`src/hdl/wfd_pkg.sv`:
```
`default_nettype none

package wfd_pkg;

  typedef enum logic [2:0] {
    PH_HDR0,
    PH_HDR1,
    PH_EXT,
    PH_MASK,
    PH_DATA
  } phase_t;

  localparam logic [3:0] OP_CONT   = 4'h0;
  localparam logic [3:0] OP_TEXT   = 4'h1;
  localparam logic [3:0] OP_BINARY = 4'h2;
  localparam logic [3:0] OP_CLOSE  = 4'h8;
  localparam logic [3:0] OP_PING   = 4'h9;

  localparam logic [2:0] KIND_TEXT   = 3'd0;
  localparam logic [2:0] KIND_BINARY = 3'd1;
  localparam logic [2:0] KIND_CONT   = 3'd2;
  localparam logic [2:0] KIND_PONG   = 3'd3;
  localparam logic [2:0] KIND_CLOSE  = 3'd4;

  localparam logic [6:0]  LEN_EXT16 = 7'd126;
  localparam logic [6:0]  LEN_EXT64 = 7'd127;
  localparam logic [3:0]  EXT16_BYTES = 4'd2;
  localparam logic [3:0]  EXT64_BYTES = 4'd8;
  localparam logic [3:0]  MASK_BYTES  = 4'd4;
  localparam logic [15:0] CLOSE_DEFAULT = 16'd1000;

  typedef struct packed {
    logic       keep;
    logic [2:0] kind;
  } kind_info_t;

  typedef struct packed {
    logic [7:0]  payload_byte;
    logic        has_byte;
    logic [2:0]  kind;
    logic        frame_end;
    logic        message_end;
    logic        message_is_text;
    logic        close_event;
    logic [15:0] close_code;
  } res_t;

  // Pong and reserved opcodes are consumed without producing results.
  function automatic kind_info_t kind_of(input logic [3:0] op);
    kind_info_t ki;
    ki.keep = 1'b1;
    ki.kind = KIND_TEXT;
    case (op)
      OP_CONT:   ki.kind = KIND_CONT;
      OP_TEXT:   ki.kind = KIND_TEXT;
      OP_BINARY: ki.kind = KIND_BINARY;
      OP_CLOSE:  ki.kind = KIND_CLOSE;
      OP_PING:   ki.kind = KIND_PONG;
      default:   ki.keep = 1'b0;
    endcase
    return ki;
  endfunction

endpackage

`default_nettype wire

```
`src/hdl/websocket_frame_deframer_core.sv`:
```
// Receive-side frame parser for a message-oriented socket link.
// Input channel rx_valid/rx_ready/rx_byte carries the raw stream, one byte
// per transaction. Output channel res_valid/res_ready carries at most one
// result per input byte: an unmasked payload byte tagged with its kind, or
// an empty frame-end marker, with frame_end, message_end, message_is_text,
// close_event and close_code alongside.
// Header, extended length and mask key bytes normally give no result.
// A byte's result is registered: the byte is first held in the input
// register, then parsed into the output register. Throughput is one byte
// per cycle while the output register can load, set by the single parse
// step between the input register and the result register.
// Reset clears the parser to expect a new frame header and empties both
// registers. When the receiver stalls, one result waits in the output
// register and one byte in the input register, then rx_ready drops.
// After a close frame completes, all further bytes are accepted and
// discarded until reset.
`default_nettype none

module websocket_frame_deframer_core (
  input  wire logic        clk,
  input  wire logic        rst,
  input  wire logic        rx_valid,
  output logic             rx_ready,
  input  wire logic [7:0]  rx_byte,
  output logic             res_valid,
  input  wire logic        res_ready,
  output logic [7:0]       payload_byte,
  output logic             has_byte,
  output logic [2:0]       kind,
  output logic             frame_end,
  output logic             message_end,
  output logic             message_is_text,
  output logic             close_event,
  output logic [15:0]      close_code
);

  import wfd_pkg::*;

  logic       can_load;
  logic       take;
  logic [7:0] rx_data;
  logic       res_fire;
  res_t       res_next;
  res_t       res_q;

  wfd_in_stage u_in (
    .clk      (clk),
    .rst      (rst),
    .rx_valid (rx_valid),
    .rx_ready (rx_ready),
    .rx_byte  (rx_byte),
    .advance  (can_load),
    .take     (take),
    .rx_data  (rx_data)
  );

  wfd_parser u_parser (
    .clk      (clk),
    .rst      (rst),
    .take     (take),
    .rx_data  (rx_data),
    .res_fire (res_fire),
    .res      (res_next)
  );

  wfd_out_stage u_out (
    .clk       (clk),
    .rst       (rst),
    .load      (res_fire),
    .res_in    (res_next),
    .can_load  (can_load),
    .res_valid (res_valid),
    .res_ready (res_ready),
    .res_q     (res_q)
  );

  assign payload_byte    = res_q.payload_byte;
  assign has_byte        = res_q.has_byte;
  assign kind            = res_q.kind;
  assign frame_end       = res_q.frame_end;
  assign message_end     = res_q.message_end;
  assign message_is_text = res_q.message_is_text;
  assign close_event     = res_q.close_event;
  assign close_code      = res_q.close_code;

endmodule

`default_nettype wire

```
`src/hdl/wfd_in_stage.sv`:
```
`default_nettype none

module wfd_in_stage (
  input  wire logic       clk,
  input  wire logic       rst,
  input  wire logic       rx_valid,
  output logic            rx_ready,
  input  wire logic [7:0] rx_byte,
  input  wire logic       advance,
  output logic            take,
  output logic [7:0]      rx_data
);

  logic full;
  logic full_next;

  assign take     = full && advance;
  assign rx_ready = !full || advance;

  always_comb begin
    full_next = full;
    if (rx_valid && rx_ready) begin
      full_next = 1'b1;
    end else if (take) begin
      full_next = 1'b0;
    end
  end

  always_ff @(posedge clk) begin
    if (rst) begin
      full <= 1'b0;
    end else begin
      full <= full_next;
    end
  end

  always_ff @(posedge clk) begin
    if (rx_valid && rx_ready) begin
      rx_data <= rx_byte;
    end
  end

endmodule

`default_nettype wire

```
`src/hdl/wfd_parser.sv`:
```
`default_nettype none

module wfd_parser (
  input  wire logic       clk,
  input  wire logic       rst,
  input  wire logic       take,
  input  wire logic [7:0] rx_data,
  output logic            res_fire,
  output wfd_pkg::res_t   res
);

  import wfd_pkg::*;

  phase_t      phase, phase_next;
  logic        fin, fin_next;
  logic [3:0]  opcode, opcode_next;
  logic        masked, masked_next;
  logic [3:0]  ext_left, ext_left_next;
  logic [63:0] payload_left, payload_left_next;
  logic [1:0]  idx, idx_next;
  logic        ge2, ge2_next;
  logic [31:0] mask_key, mask_key_next;
  logic [15:0] close_acc, close_acc_next;
  logic        msg_open, msg_open_next;
  logic        msg_text, msg_text_next;
  logic        link_closed, link_closed_next;

  logic        active;
  logic [6:0]  len7;
  logic        len_long;
  logic [3:0]  ext_dec;
  logic [63:0] pl_shift;
  logic [63:0] pl_len;
  logic [63:0] pl_hdr;
  logic        mask_now;
  logic        len_done;
  logic        hdr_done;
  logic        deliver;
  logic        last;
  logic [7:0]  key_byte;
  logic [7:0]  data_val;
  logic        close_status;
  logic        has;
  kind_info_t  ki;

  // Shared decode of the byte against the current parse position.
  always_comb begin
    active   = take && !link_closed;
    len7     = rx_data[6:0];
    len_long = (len7 == LEN_EXT16) || (len7 == LEN_EXT64);
    ext_dec  = ext_left - 4'd1;
    pl_shift = {payload_left[55:0], rx_data};
    len_done = 1'b0;
    pl_len   = pl_shift;
    mask_now = masked;
    case (phase)
      PH_HDR1: begin
        len_done = !len_long;
        pl_len   = {57'd0, len7};
        mask_now = rx_data[7];
      end
      PH_EXT: begin
        len_done = (ext_dec == 4'd0);
      end
      default: begin
      end
    endcase
    hdr_done = (len_done && !mask_now) || ((phase == PH_MASK) && (ext_dec == 4'd0));
    pl_hdr   = (phase == PH_MASK) ? payload_left : pl_len;
    deliver  = (hdr_done && (pl_hdr == 64'd0)) || (phase == PH_DATA);
    last     = (phase == PH_DATA) ? (payload_left == 64'd1) : 1'b1;
    case (idx)
      2'd0:    key_byte = mask_key[31:24];
      2'd1:    key_byte = mask_key[23:16];
      2'd2:    key_byte = mask_key[15:8];
      default: key_byte = mask_key[7:0];
    endcase
    data_val     = masked ? (rx_data ^ key_byte) : rx_data;
    close_status = (phase == PH_DATA) && (opcode == OP_CLOSE) && !ge2;
    has          = (phase == PH_DATA) && !close_status;
    ki           = kind_of(opcode);
  end

  // Next parse phase.
  always_comb begin
    phase_next = phase;
    if (active) begin
      case (phase)
        PH_HDR0: phase_next = PH_HDR1;
        PH_HDR1: begin
          if (len_long) begin
            phase_next = PH_EXT;
          end else if (mask_now) begin
            phase_next = PH_MASK;
          end else if (pl_hdr == 64'd0) begin
            phase_next = PH_HDR0;
          end else begin
            phase_next = PH_DATA;
          end
        end
        PH_EXT: begin
          if (ext_dec != 4'd0) begin
            phase_next = PH_EXT;
          end else if (masked) begin
            phase_next = PH_MASK;
          end else if (pl_hdr == 64'd0) begin
            phase_next = PH_HDR0;
          end else begin
            phase_next = PH_DATA;
          end
        end
        PH_MASK: begin
          if (ext_dec != 4'd0) begin
            phase_next = PH_MASK;
          end else if (pl_hdr == 64'd0) begin
            phase_next = PH_HDR0;
          end else begin
            phase_next = PH_DATA;
          end
        end
        PH_DATA: phase_next = last ? PH_HDR0 : PH_DATA;
        default: phase_next = PH_HDR0;
      endcase
    end
  end

  // Frame and message registers.
  always_comb begin
    fin_next          = fin;
    opcode_next       = opcode;
    masked_next       = masked;
    ext_left_next     = ext_left;
    payload_left_next = payload_left;
    idx_next          = idx;
    ge2_next          = ge2;
    mask_key_next     = mask_key;
    close_acc_next    = close_acc;
    msg_open_next     = msg_open;
    msg_text_next     = msg_text;
    link_closed_next  = link_closed;
    if (active) begin
      case (phase)
        PH_HDR0: begin
          fin_next          = rx_data[7];
          opcode_next       = rx_data[3:0];
          payload_left_next = 64'd0;
          idx_next          = 2'd0;
          ge2_next          = 1'b0;
          mask_key_next     = 32'd0;
          close_acc_next    = 16'd0;
          ext_left_next     = 4'd0;
          if ((rx_data[3:0] == OP_TEXT) || (rx_data[3:0] == OP_BINARY)) begin
            msg_open_next = 1'b1;
            msg_text_next = (rx_data[3:0] == OP_TEXT);
          end
        end
        PH_HDR1: begin
          masked_next = rx_data[7];
          if (len_long) begin
            ext_left_next     = (len7 == LEN_EXT16) ? EXT16_BYTES : EXT64_BYTES;
            payload_left_next = 64'd0;
          end else begin
            payload_left_next = pl_len;
            if (rx_data[7]) begin
              ext_left_next = MASK_BYTES;
            end
          end
        end
        PH_EXT: begin
          payload_left_next = pl_shift;
          ext_left_next     = ((ext_dec == 4'd0) && masked) ? MASK_BYTES : ext_dec;
        end
        PH_MASK: begin
          mask_key_next = {mask_key[23:0], rx_data};
          ext_left_next = ext_dec;
        end
        PH_DATA: begin
          if (close_status) begin
            close_acc_next = {close_acc[7:0], data_val};
          end
          idx_next          = idx + 2'd1;
          ge2_next          = ge2 || (idx != 2'd0);
          payload_left_next = payload_left - 64'd1;
        end
        default: begin
        end
      endcase
      if (deliver && ki.keep && last) begin
        if (fin && ((ki.kind == KIND_TEXT) || (ki.kind == KIND_BINARY) ||
                    (ki.kind == KIND_CONT))) begin
          msg_open_next = 1'b0;
        end
        if (ki.kind == KIND_CLOSE) begin
          link_closed_next = 1'b1;
        end
      end
    end
  end

  // Result for this byte.
  always_comb begin
    res_fire = active && deliver && ki.keep &&
               !((ki.kind == KIND_CLOSE) && !has && !last);
    res.payload_byte = has ? data_val : 8'd0;
    res.has_byte     = has;
    res.kind         = ki.kind;
    res.frame_end    = last;
    case (ki.kind)
      KIND_TEXT: res.message_is_text = 1'b1;
      KIND_CONT: res.message_is_text = msg_open && msg_text;
      default:   res.message_is_text = 1'b0;
    endcase
    res.message_end = last && fin &&
                      ((ki.kind == KIND_TEXT) || (ki.kind == KIND_BINARY) ||
                       ((ki.kind == KIND_CONT) && msg_open));
    res.close_event = last && (ki.kind == KIND_CLOSE);
    if (!res.close_event) begin
      res.close_code = 16'd0;
    end else if (ge2_next) begin
      res.close_code = close_acc_next;
    end else begin
      res.close_code = CLOSE_DEFAULT;
    end
  end

  always_ff @(posedge clk) begin
    if (rst) begin
      phase        <= PH_HDR0;
      fin          <= 1'b0;
      opcode       <= 4'd0;
      masked       <= 1'b0;
      ext_left     <= 4'd0;
      payload_left <= 64'd0;
      idx          <= 2'd0;
      ge2          <= 1'b0;
      mask_key     <= 32'd0;
      close_acc    <= 16'd0;
      msg_open     <= 1'b0;
      msg_text     <= 1'b0;
      link_closed  <= 1'b0;
    end else begin
      phase        <= phase_next;
      fin          <= fin_next;
      opcode       <= opcode_next;
      masked       <= masked_next;
      ext_left     <= ext_left_next;
      payload_left <= payload_left_next;
      idx          <= idx_next;
      ge2          <= ge2_next;
      mask_key     <= mask_key_next;
      close_acc    <= close_acc_next;
      msg_open     <= msg_open_next;
      msg_text     <= msg_text_next;
      link_closed  <= link_closed_next;
    end
  end

endmodule

`default_nettype wire

```
`src/hdl/wfd_out_stage.sv`:
```
`default_nettype none

module wfd_out_stage (
  input  wire logic          clk,
  input  wire logic          rst,
  input  wire logic          load,
  input  wfd_pkg::res_t      res_in,
  output logic               can_load,
  output logic               res_valid,
  input  wire logic          res_ready,
  output wfd_pkg::res_t      res_q
);

  import wfd_pkg::*;

  logic res_valid_next;

  assign can_load = !res_valid || res_ready;

  always_comb begin
    res_valid_next = res_valid;
    if (load) begin
      res_valid_next = 1'b1;
    end else if (res_ready) begin
      res_valid_next = 1'b0;
    end
  end

  always_ff @(posedge clk) begin
    if (rst) begin
      res_valid <= 1'b0;
    end else begin
      res_valid <= res_valid_next;
    end
  end

  always_ff @(posedge clk) begin
    if (load) begin
      res_q <= res_in;
    end
  end

endmodule

`default_nettype wire

```
`config.mk`:
```
export PLATFORM = sky130hd
export DESIGN_NAME = websocket_frame_deframer_core
export DESIGN_NICKNAME = d
export VERILOG_FILES = /design/src/hdl/wfd_pkg.sv /design/src/hdl/websocket_frame_deframer_core.sv /design/src/hdl/wfd_in_stage.sv /design/src/hdl/wfd_parser.sv /design/src/hdl/wfd_out_stage.sv
export SDC_FILE = /design/constraint.sdc
export NUM_CORES = 1
export LEC_CHECK = 0
export ABC_AREA = 1
export BUFFER_PORTS_ARGS = -buffer_cell sky130_fd_sc_hd__buf_4
export CORE_ASPECT_RATIO = 1.2
export CORE_MARGIN = 8
export CORE_UTILIZATION = 45
export CTS_BUF_LIST = sky130_fd_sc_hd__clkbuf_2 sky130_fd_sc_hd__clkbuf_4 sky130_fd_sc_hd__clkbuf_8
export CTS_CLUSTER_DIAMETER = 80
export CTS_CLUSTER_SIZE = 16
export DETAILED_ROUTE_END_ITERATION = 8
export PLACE_DENSITY = 0.7
export SLEW_MARGIN = 0
export SYNTH_ARGS = -nofsm -noshare
export SYNTH_HDL_FRONTEND = slang
export SYNTH_SLANG_ARGS = --single-unit
```
`constraint.sdc`:
```
create_clock -name clk -period 3.5 [get_ports clk]
set_input_delay 0.7 -clock clk [delete_from_list [all_inputs] [get_ports clk]]
set_output_delay 0.7 -clock clk [all_outputs]
set_load 0.01 [all_outputs]
```
Yosys cells after proc, flatten, opt, wreduce, memory -nomap -nowiden
Cells that the tools add are included.
{"block": "word_totals", "reg_bits": 173, "in_bits": 12, "out_inout_bits": 34, "wordCells": 155}
{"block": "classes", "addsub": 3, "n_eq_ne": 19, "muxes": 41, "bitwise": 1, "n_reduce_logical": 66}
{"op": "64-bit case mux with 4 select lines", "count": 1}
{"op": "64-bit 2-to-1 mux", "count": 3}
{"op": "64-bit by 1-bit == test with 1-bit output (second input constant)", "count": 1}
{"op": "64-bit logical NOT", "count": 1}
{"op": "32-bit case mux with 2 select lines", "count": 1}
{"op": "64-bit by 1-bit subtractor with 64-bit output (second input constant)", "count": 1}
{"op": "16-bit 2-to-1 mux", "count": 2}
{"op": "16-bit case mux with 2 select lines", "count": 1}
{"op": "8-bit case mux with 3 select lines", "count": 1}
{"op": "1-bit logical AND", "count": 23}
{"op": "3-bit 2-to-1 mux", "count": 7}
{"op": "4-bit 2-to-1 mux", "count": 4}
{"op": "4-bit case mux with 4 select lines", "count": 1}
{"op": "3-bit case mux with 5 select lines", "count": 1}
{"op": "7-bit == test (second input constant)", "count": 2}
{"op": "1-bit 2-to-1 mux", "count": 12}
{"op": "3-bit case mux with 4 select lines", "count": 1}
{"op": "4-bit nonzero test", "count": 3}
{"op": "1-bit logical NOT", "count": 10}
{"op": "1-bit logical OR", "count": 10}
{"op": "10-bit 2-to-1 mux", "count": 1}
{"op": "2-bit AND reduction", "count": 5}
{"op": "2-bit nonzero test", "count": 5}
{"op": "3-bit by 2-bit == test with 1-bit output (second input constant)", "count": 3}
{"op": "other kinds (19)", "count": 30}

Logic depth before layout (Yosys ltp)
{"block": "depth", "ltp_word": 12, "ltp_mapped": 13, "mapped_depth_nobuf": 13}

Modules after synthesis
A second synthesis with hierarchy kept.
{"block": "unflattened", "cells_unflattened": 1529, "hier_area_um2": 9918.3}
{"mod": "wfd_parser", "n_inst": 1, "cells_per_inst": 1476, "area_each_um2": 8619.5, "seq_area_each_um2": 2622.5}
{"mod": "wfd_out_stage", "n_inst": 1, "cells_per_inst": 37, "area_each_um2": 1003.5, "seq_area_each_um2": 980.9}
{"mod": "wfd_in_stage", "n_inst": 1, "cells_per_inst": 16, "area_each_um2": 295.3, "seq_area_each_um2": 260.2}

Worst setup path after synthesis
OpenSTA, ideal clock, no wires.
{"block": "synth_path", "path_type": "input-to-reg", "start": "input port res_ready", "end": "register u_out.res_q[0] (netlist name)", "setup_ns": 0.387, "t_arrival_ns": 2.038, "required_ns": 3.113, "path_slack_ns": 1.075, "stages": 6, "n_path_buf": 0, "cell_sequence": "nor2_1 -> nor2_4 -> inv_1 -> a21oi_1 -> nand3_1 -> inv_1"}
{"block": "synth_via", "elab_chain_len": 6}
{"item": "start: declaration", "line_no": "websocket_frame_deframer_core.sv:26", "source": "input wire logic res_ready,"}
{"item": "1-bit logical OR", "line_no": "wfd_out_stage.sv:18", "source": "assign can_load = !res_valid || res_ready;"}
{"item": "1-bit logical AND", "line_no": "wfd_in_stage.sv:17", "source": "assign take = full && advance;"}
{"item": "1-bit logical AND", "line_no": "wfd_parser.sv:48", "source": "active = take && !link_closed;"}
{"item": "1-bit logical AND (3 in series)", "line_no": "wfd_parser.sv:202", "source": "res_fire = active && deliver && ki.keep &&"}
{"item": "named net res_fire", "line_no": "websocket_frame_deframer_core.sv:42", "source": "logic res_fire;"}
The timed path passes the listed nets, and every way through them passes these cells.
A chain may end at the register's enable or synchronous reset.

Final worst setup path
{"block": "layout_path", "start": "register u_parser.payload_left[30]", "end": "register u_out.res_q[28] (netlist name)"}
{"block": "layout_via", "elab_chain_len": 8, "elab_cells_between_ends": 13, "classes_between": "eq/ne: 1; mux: 3; reduce/logical: 9"}
{"item": "start: declaration", "line_no": "wfd_parser.sv:19", "source": "logic [63:0] payload_left, payload_left_next;"}
{"item": "start signal: assignment", "line_no": "wfd_parser.sv:247", "source": "payload_left <= payload_left_next;"}
{"item": "64-bit 2-to-1 mux", "line_no": "wfd_parser.sv:56", "source": "case (phase)"}
{"item": "64-bit 2-to-1 mux", "line_no": "wfd_parser.sv:69", "source": "pl_hdr = (phase == PH_MASK) ? payload_left : pl_len;"}
{"item": "64-bit logical NOT", "line_no": "wfd_parser.sv:70", "source": "deliver = (hdr_done && (pl_hdr == 64'd0)) || (phase == PH_DATA);"}
{"item": "1-bit logical AND", "line_no": "wfd_parser.sv:70"}
{"item": "1-bit logical OR", "line_no": "wfd_parser.sv:70"}
{"item": "1-bit logical AND (2 in series)", "line_no": "wfd_parser.sv:202"}
{"item": "1-bit logical AND (*)", "line_no": "wfd_parser.sv:202"}
{"item": "named net res_fire", "line_no": "websocket_frame_deframer_core.sv:42"}
The timed path passes the listed nets; every way through them passes the cells marked *.

==> out/metrics.sh <==
GRT_SETUP_UNREPAIRED='no'
FP-ROW-COUNT=58
INITIAL_CORE_UTIL=0.459
SYN_AREA_PER_CELL_UM2=6.48
CPLARGESTDELAYFAMILY='simple AND/OR/NAND/NOR gates'
HOLD_VIOLATIONS=0
STATUS='complete, no violations'
NUMBER_OF_PINS_EXCEEDING_THEIR_MAX_SLEW_LIMIT_IN_THE_FINAL_REPORT=0
NUMPORTBUFFERS=45
SYNTH-SEQ-CELLS=173
CRIT_PATH_TOP_DELAY_CELL='dfxtp_1'
PWR_DENSITY_CELL_nW_PER_UM2=387
CTS_HTREE_LEVELS=4
YOSYS.CELL_TYPES.COUNT=40
CORE_AREA_UM2=21000
PRE_CTS_SLACK_PS=938
CRITICAL_PATH_CELL_BY_CELL='nor2_1 > nand2_1 > nor2_1 > nand2_1 > nor2_1 > nand3_1 > nand2_1 > nand3_1 > nand2_1 > nand3_1 > inv_1 > buf_4'
MOST-COMMON-LAYOUT-CELLS='494 x nand2_1, 210 x nor2_1, 158 x a21oi_1'
POST-DP-HPWL_UM=19500
ANTENNA_FOUND_INITIAL=0
DRT-TOTAL-WL_UM=27000
FINALCRITPERIODSHARE=0.694
WORSTHOLDPATHCELLS=1
FP.DIEH_UM=176
MIN_DELAY_WORST_TYPE='input port to register'
FINAL_LAYOUT_SIZE_SUFFIX_GT1_FRAC=0.0780
IO_PINS=46
FIN_WS_PS=1070
WORSTMARGINPINSLEW_PS=694
GROUTE.USAGE.OVERALL=0.207
WORST-PATH-MAX-FANOUT=32
TRITONCTS_NUM_SINKS=173
ANTENNA_CELLS=0
MAX_STAGE_DELAY_PS=390
GP_CONGESTION=0.949
VIAS=9568
GRT_OVERFLOW=0
NETLIST_AREA_UM2=9660
TIMING.CRITICAL_PATH.MODE_CELL='nand2_1'
CP.REQUIRED_PS=3640
DRT-INITIAL-DRC-COUNT=690
VDD_DROP_MAX_mV=0.237
LAYOUT_COMMONEST_CELL='nand2_1'
CTS_TREE='built'
POST_CTS_HOLD_BUFFER_COUNT=0
ROUTE.ANTENNA.REMAINING_NETS=0
NNETSFINAL=1532
CTS_REPAIR_RESIZE_COUNT=0
SYNTHTOLAYOUTAREAGROWTH_PCT=10.1
SETUP_VIOL=0
CRITICAL_PATH_BUF_INV_COUNT=2
CLOCK-ROOT-BUFFER='clkbuf_8'
DIEAREA_UM2=26400
VIASPERCELL=5.33
GRT_START_MAX_NET_PINS=65
CLKTRANSATPATHREGS_PS=110
CTS_INSERTED_BUFFERS=17
MAX_CAP_VIOL_COUNT=0
DETAIL_ROUTE.WL_PER_CELL_UM=15.0
REG2REGPATHDEPTH=12
DPL-INSTANCE-AREA_UM2=10200
SYNTH_SEQUENTIAL_AREA_RATIO=0.400
LAYOUT.CELL_AREA.NON_FILLER_UM2=10600
WORST_SETUP_PATH_START_KIND='register'
FINALCLOCKSKEW_PS=17.7
GRT_FIRST_PASS_WIRELENGTH_UM=44100
FLOORPLAN.DIE.WIDTH_UM=150
TIMING.CRITICAL_PATH.DEPTH=12
ROUTE.DETAILED.DRC=0
SYNTH_CELLS=1490
CRITPATHARRIVALTIME_PS=2570
SYNTH.NET_COUNT=1510
CLOCK_INSERTION_DELAY_WORST_SKEW_PS=480
DR.PASS1.ITERS=7
CRITICALPATHCATEGORY='register to register'
FINAL.MIN_CLOCK_PERIOD_PS=2430
CTSLONGESTPATHBUFFERS=2
FINAL.SETUP.TNS_PS=0
P_LEAK_uW=0.00444
FIRST_GLOBAL_VIAS=8825
SLEW-LIMIT-HEADROOM=0.537
YOSYS_WARNINGS=0
MAXCLOCKFREQUENCY_MHz=412
CTS.REPAIR_TIMING.SETUP_BUFFER_COUNT=0
ENDPOINT_KIND='register'
==> cells in the mapped netlist, drive strengths merged <==
cell	count	area share
nand2	499	0.20
nor2	221	0.091
a21oi	159	0.084
inv	136	0.053
dfxtp	133	0.28
o21ai	86	0.045
nand3	79	0.041
edfxtp	40	0.12
buf	29	0.016
clkbuf	22	0.0085
nand4	20	0.013
o22ai	12	0.0078
nor3	9	0.0063
ha	8	0.010
or2	7	0.0045
o211ai	5	0.0039
a22o	4	0.0036
xor2	4	0.0036
a31oi	3	0.0019
o21bai	3	0.0023
nand3b	2	0.0016
o31ai	2	0.0016
o32ai	2	0.0018
a211oi	1	0.00078
a311oi	1	0.00091
and2	1	0.00065
dlygate4sd1	1	0.00091
dlygate4sd3	1	0.0010
==> where the power goes <==
group	total, uW	switching [uW]	internal, uW	leakage, uW
sequential	2080	24.9	2060	0.00141
clock	1520	892	626	0.000220
combinational	510	364	146	0.00281
total	4110	1280	2830	0.00444
==> stage by stage <==
stage | util | total power [uW] | std cells | hold slack [ps]
floorplan | - | 2500 | 1490 | 435
global placement | 0.484 | 2630 | 1763 | 443
detailed placement | 0.484 | 2630 | 1763 | 448
CTS | 0.505 | 4140 | 1795 | 372
global route | 0.505 | 4280 | 1795 | 365
finish | 0.505 | 4110 | 1795 | 393
==> cell type report <==
type                    instances  area, um^2
well taps                     270         338
multi-input cells            1128        5040
flip-flops and latches        173        3860
clock inverters                15         213
repair buffers                 56         433
clock buffers                  17         234
inverters                     136         510
fillers                      2186       10400
==> cell families after synthesis <==
| group | count (synthesis) | synth area share |
|---|---|---|
| XOR/XNOR | 4 | 0.00363 |
| AO/OA/AOI/OAI | 278 | 0.153 |
| adder cells (fa/ha/maj) | 8 | 0.0104 |
| flip-flops | 173 | 0.400 |
| buffers and inverters | 189 | 0.0795 |
| AND/OR/NAND/NOR | 838 | 0.354 |
==> sequential cells by signal, summed over array words and instances (netlist names) <==
register and count:
u_parser.msg_text 1, u_parser.phase 3, u_parser.opcode 4, u_out.res_q 32, u_parser.msg_open 1, u_parser.fin 1, u_parser.masked 1, u_out.res_valid 1
u_parser.ge2 1, u_parser.payload_left 64, u_in.full 1, u_parser.close_acc 16, u_parser.ext_left 4, u_parser.mask_key 32, u_parser.idx 2, u_parser.link_closed 1
u_in.rx_data 8
==> worst reg2reg max path, stage by stage (launching register included) <==
cell,delay (ps)
dfxtp_1,390
nor2_1,200
nand2_1,90
nor2_1,270
nand2_1,90
nor2_1,100
nand3_1,100
nand2_1,90
nand3_1,90
nand2_1,110
nand3_1,110
inv_1,70
buf_4,350
==> path summary, 6_finish.rpt <==
check,start,endpoint,slack [ps]
setup / recovery,u_parser.payload_left[30]$_SDFFE_PP0P_,u_out.res_q[28]$_SDFFCE_PN0P_,1070
hold / removal,rx_byte[3],u_in.rx_data[3]$_DFFE_PP_,390
setup reg to reg,u_parser.payload_left[30]$_SDFFE_PP0P_,u_out.res_q[28]$_SDFFCE_PN0P_,1070
hold reg to reg,u_parser.link_closed$_SDFFE_PP0P_,u_parser.link_closed$_SDFFE_PP0P_,460
==> metal layers <==
metal	wire length, um	vias to the layer above	GRT usage
met3	1230	71	0.0320
met5	0	-	0
met2	13600	260	0.363
met1	11100	4364	0.239
li1	-	4873	-
met4	1120	0	0.103
Power figures use the tool's default switching activity.
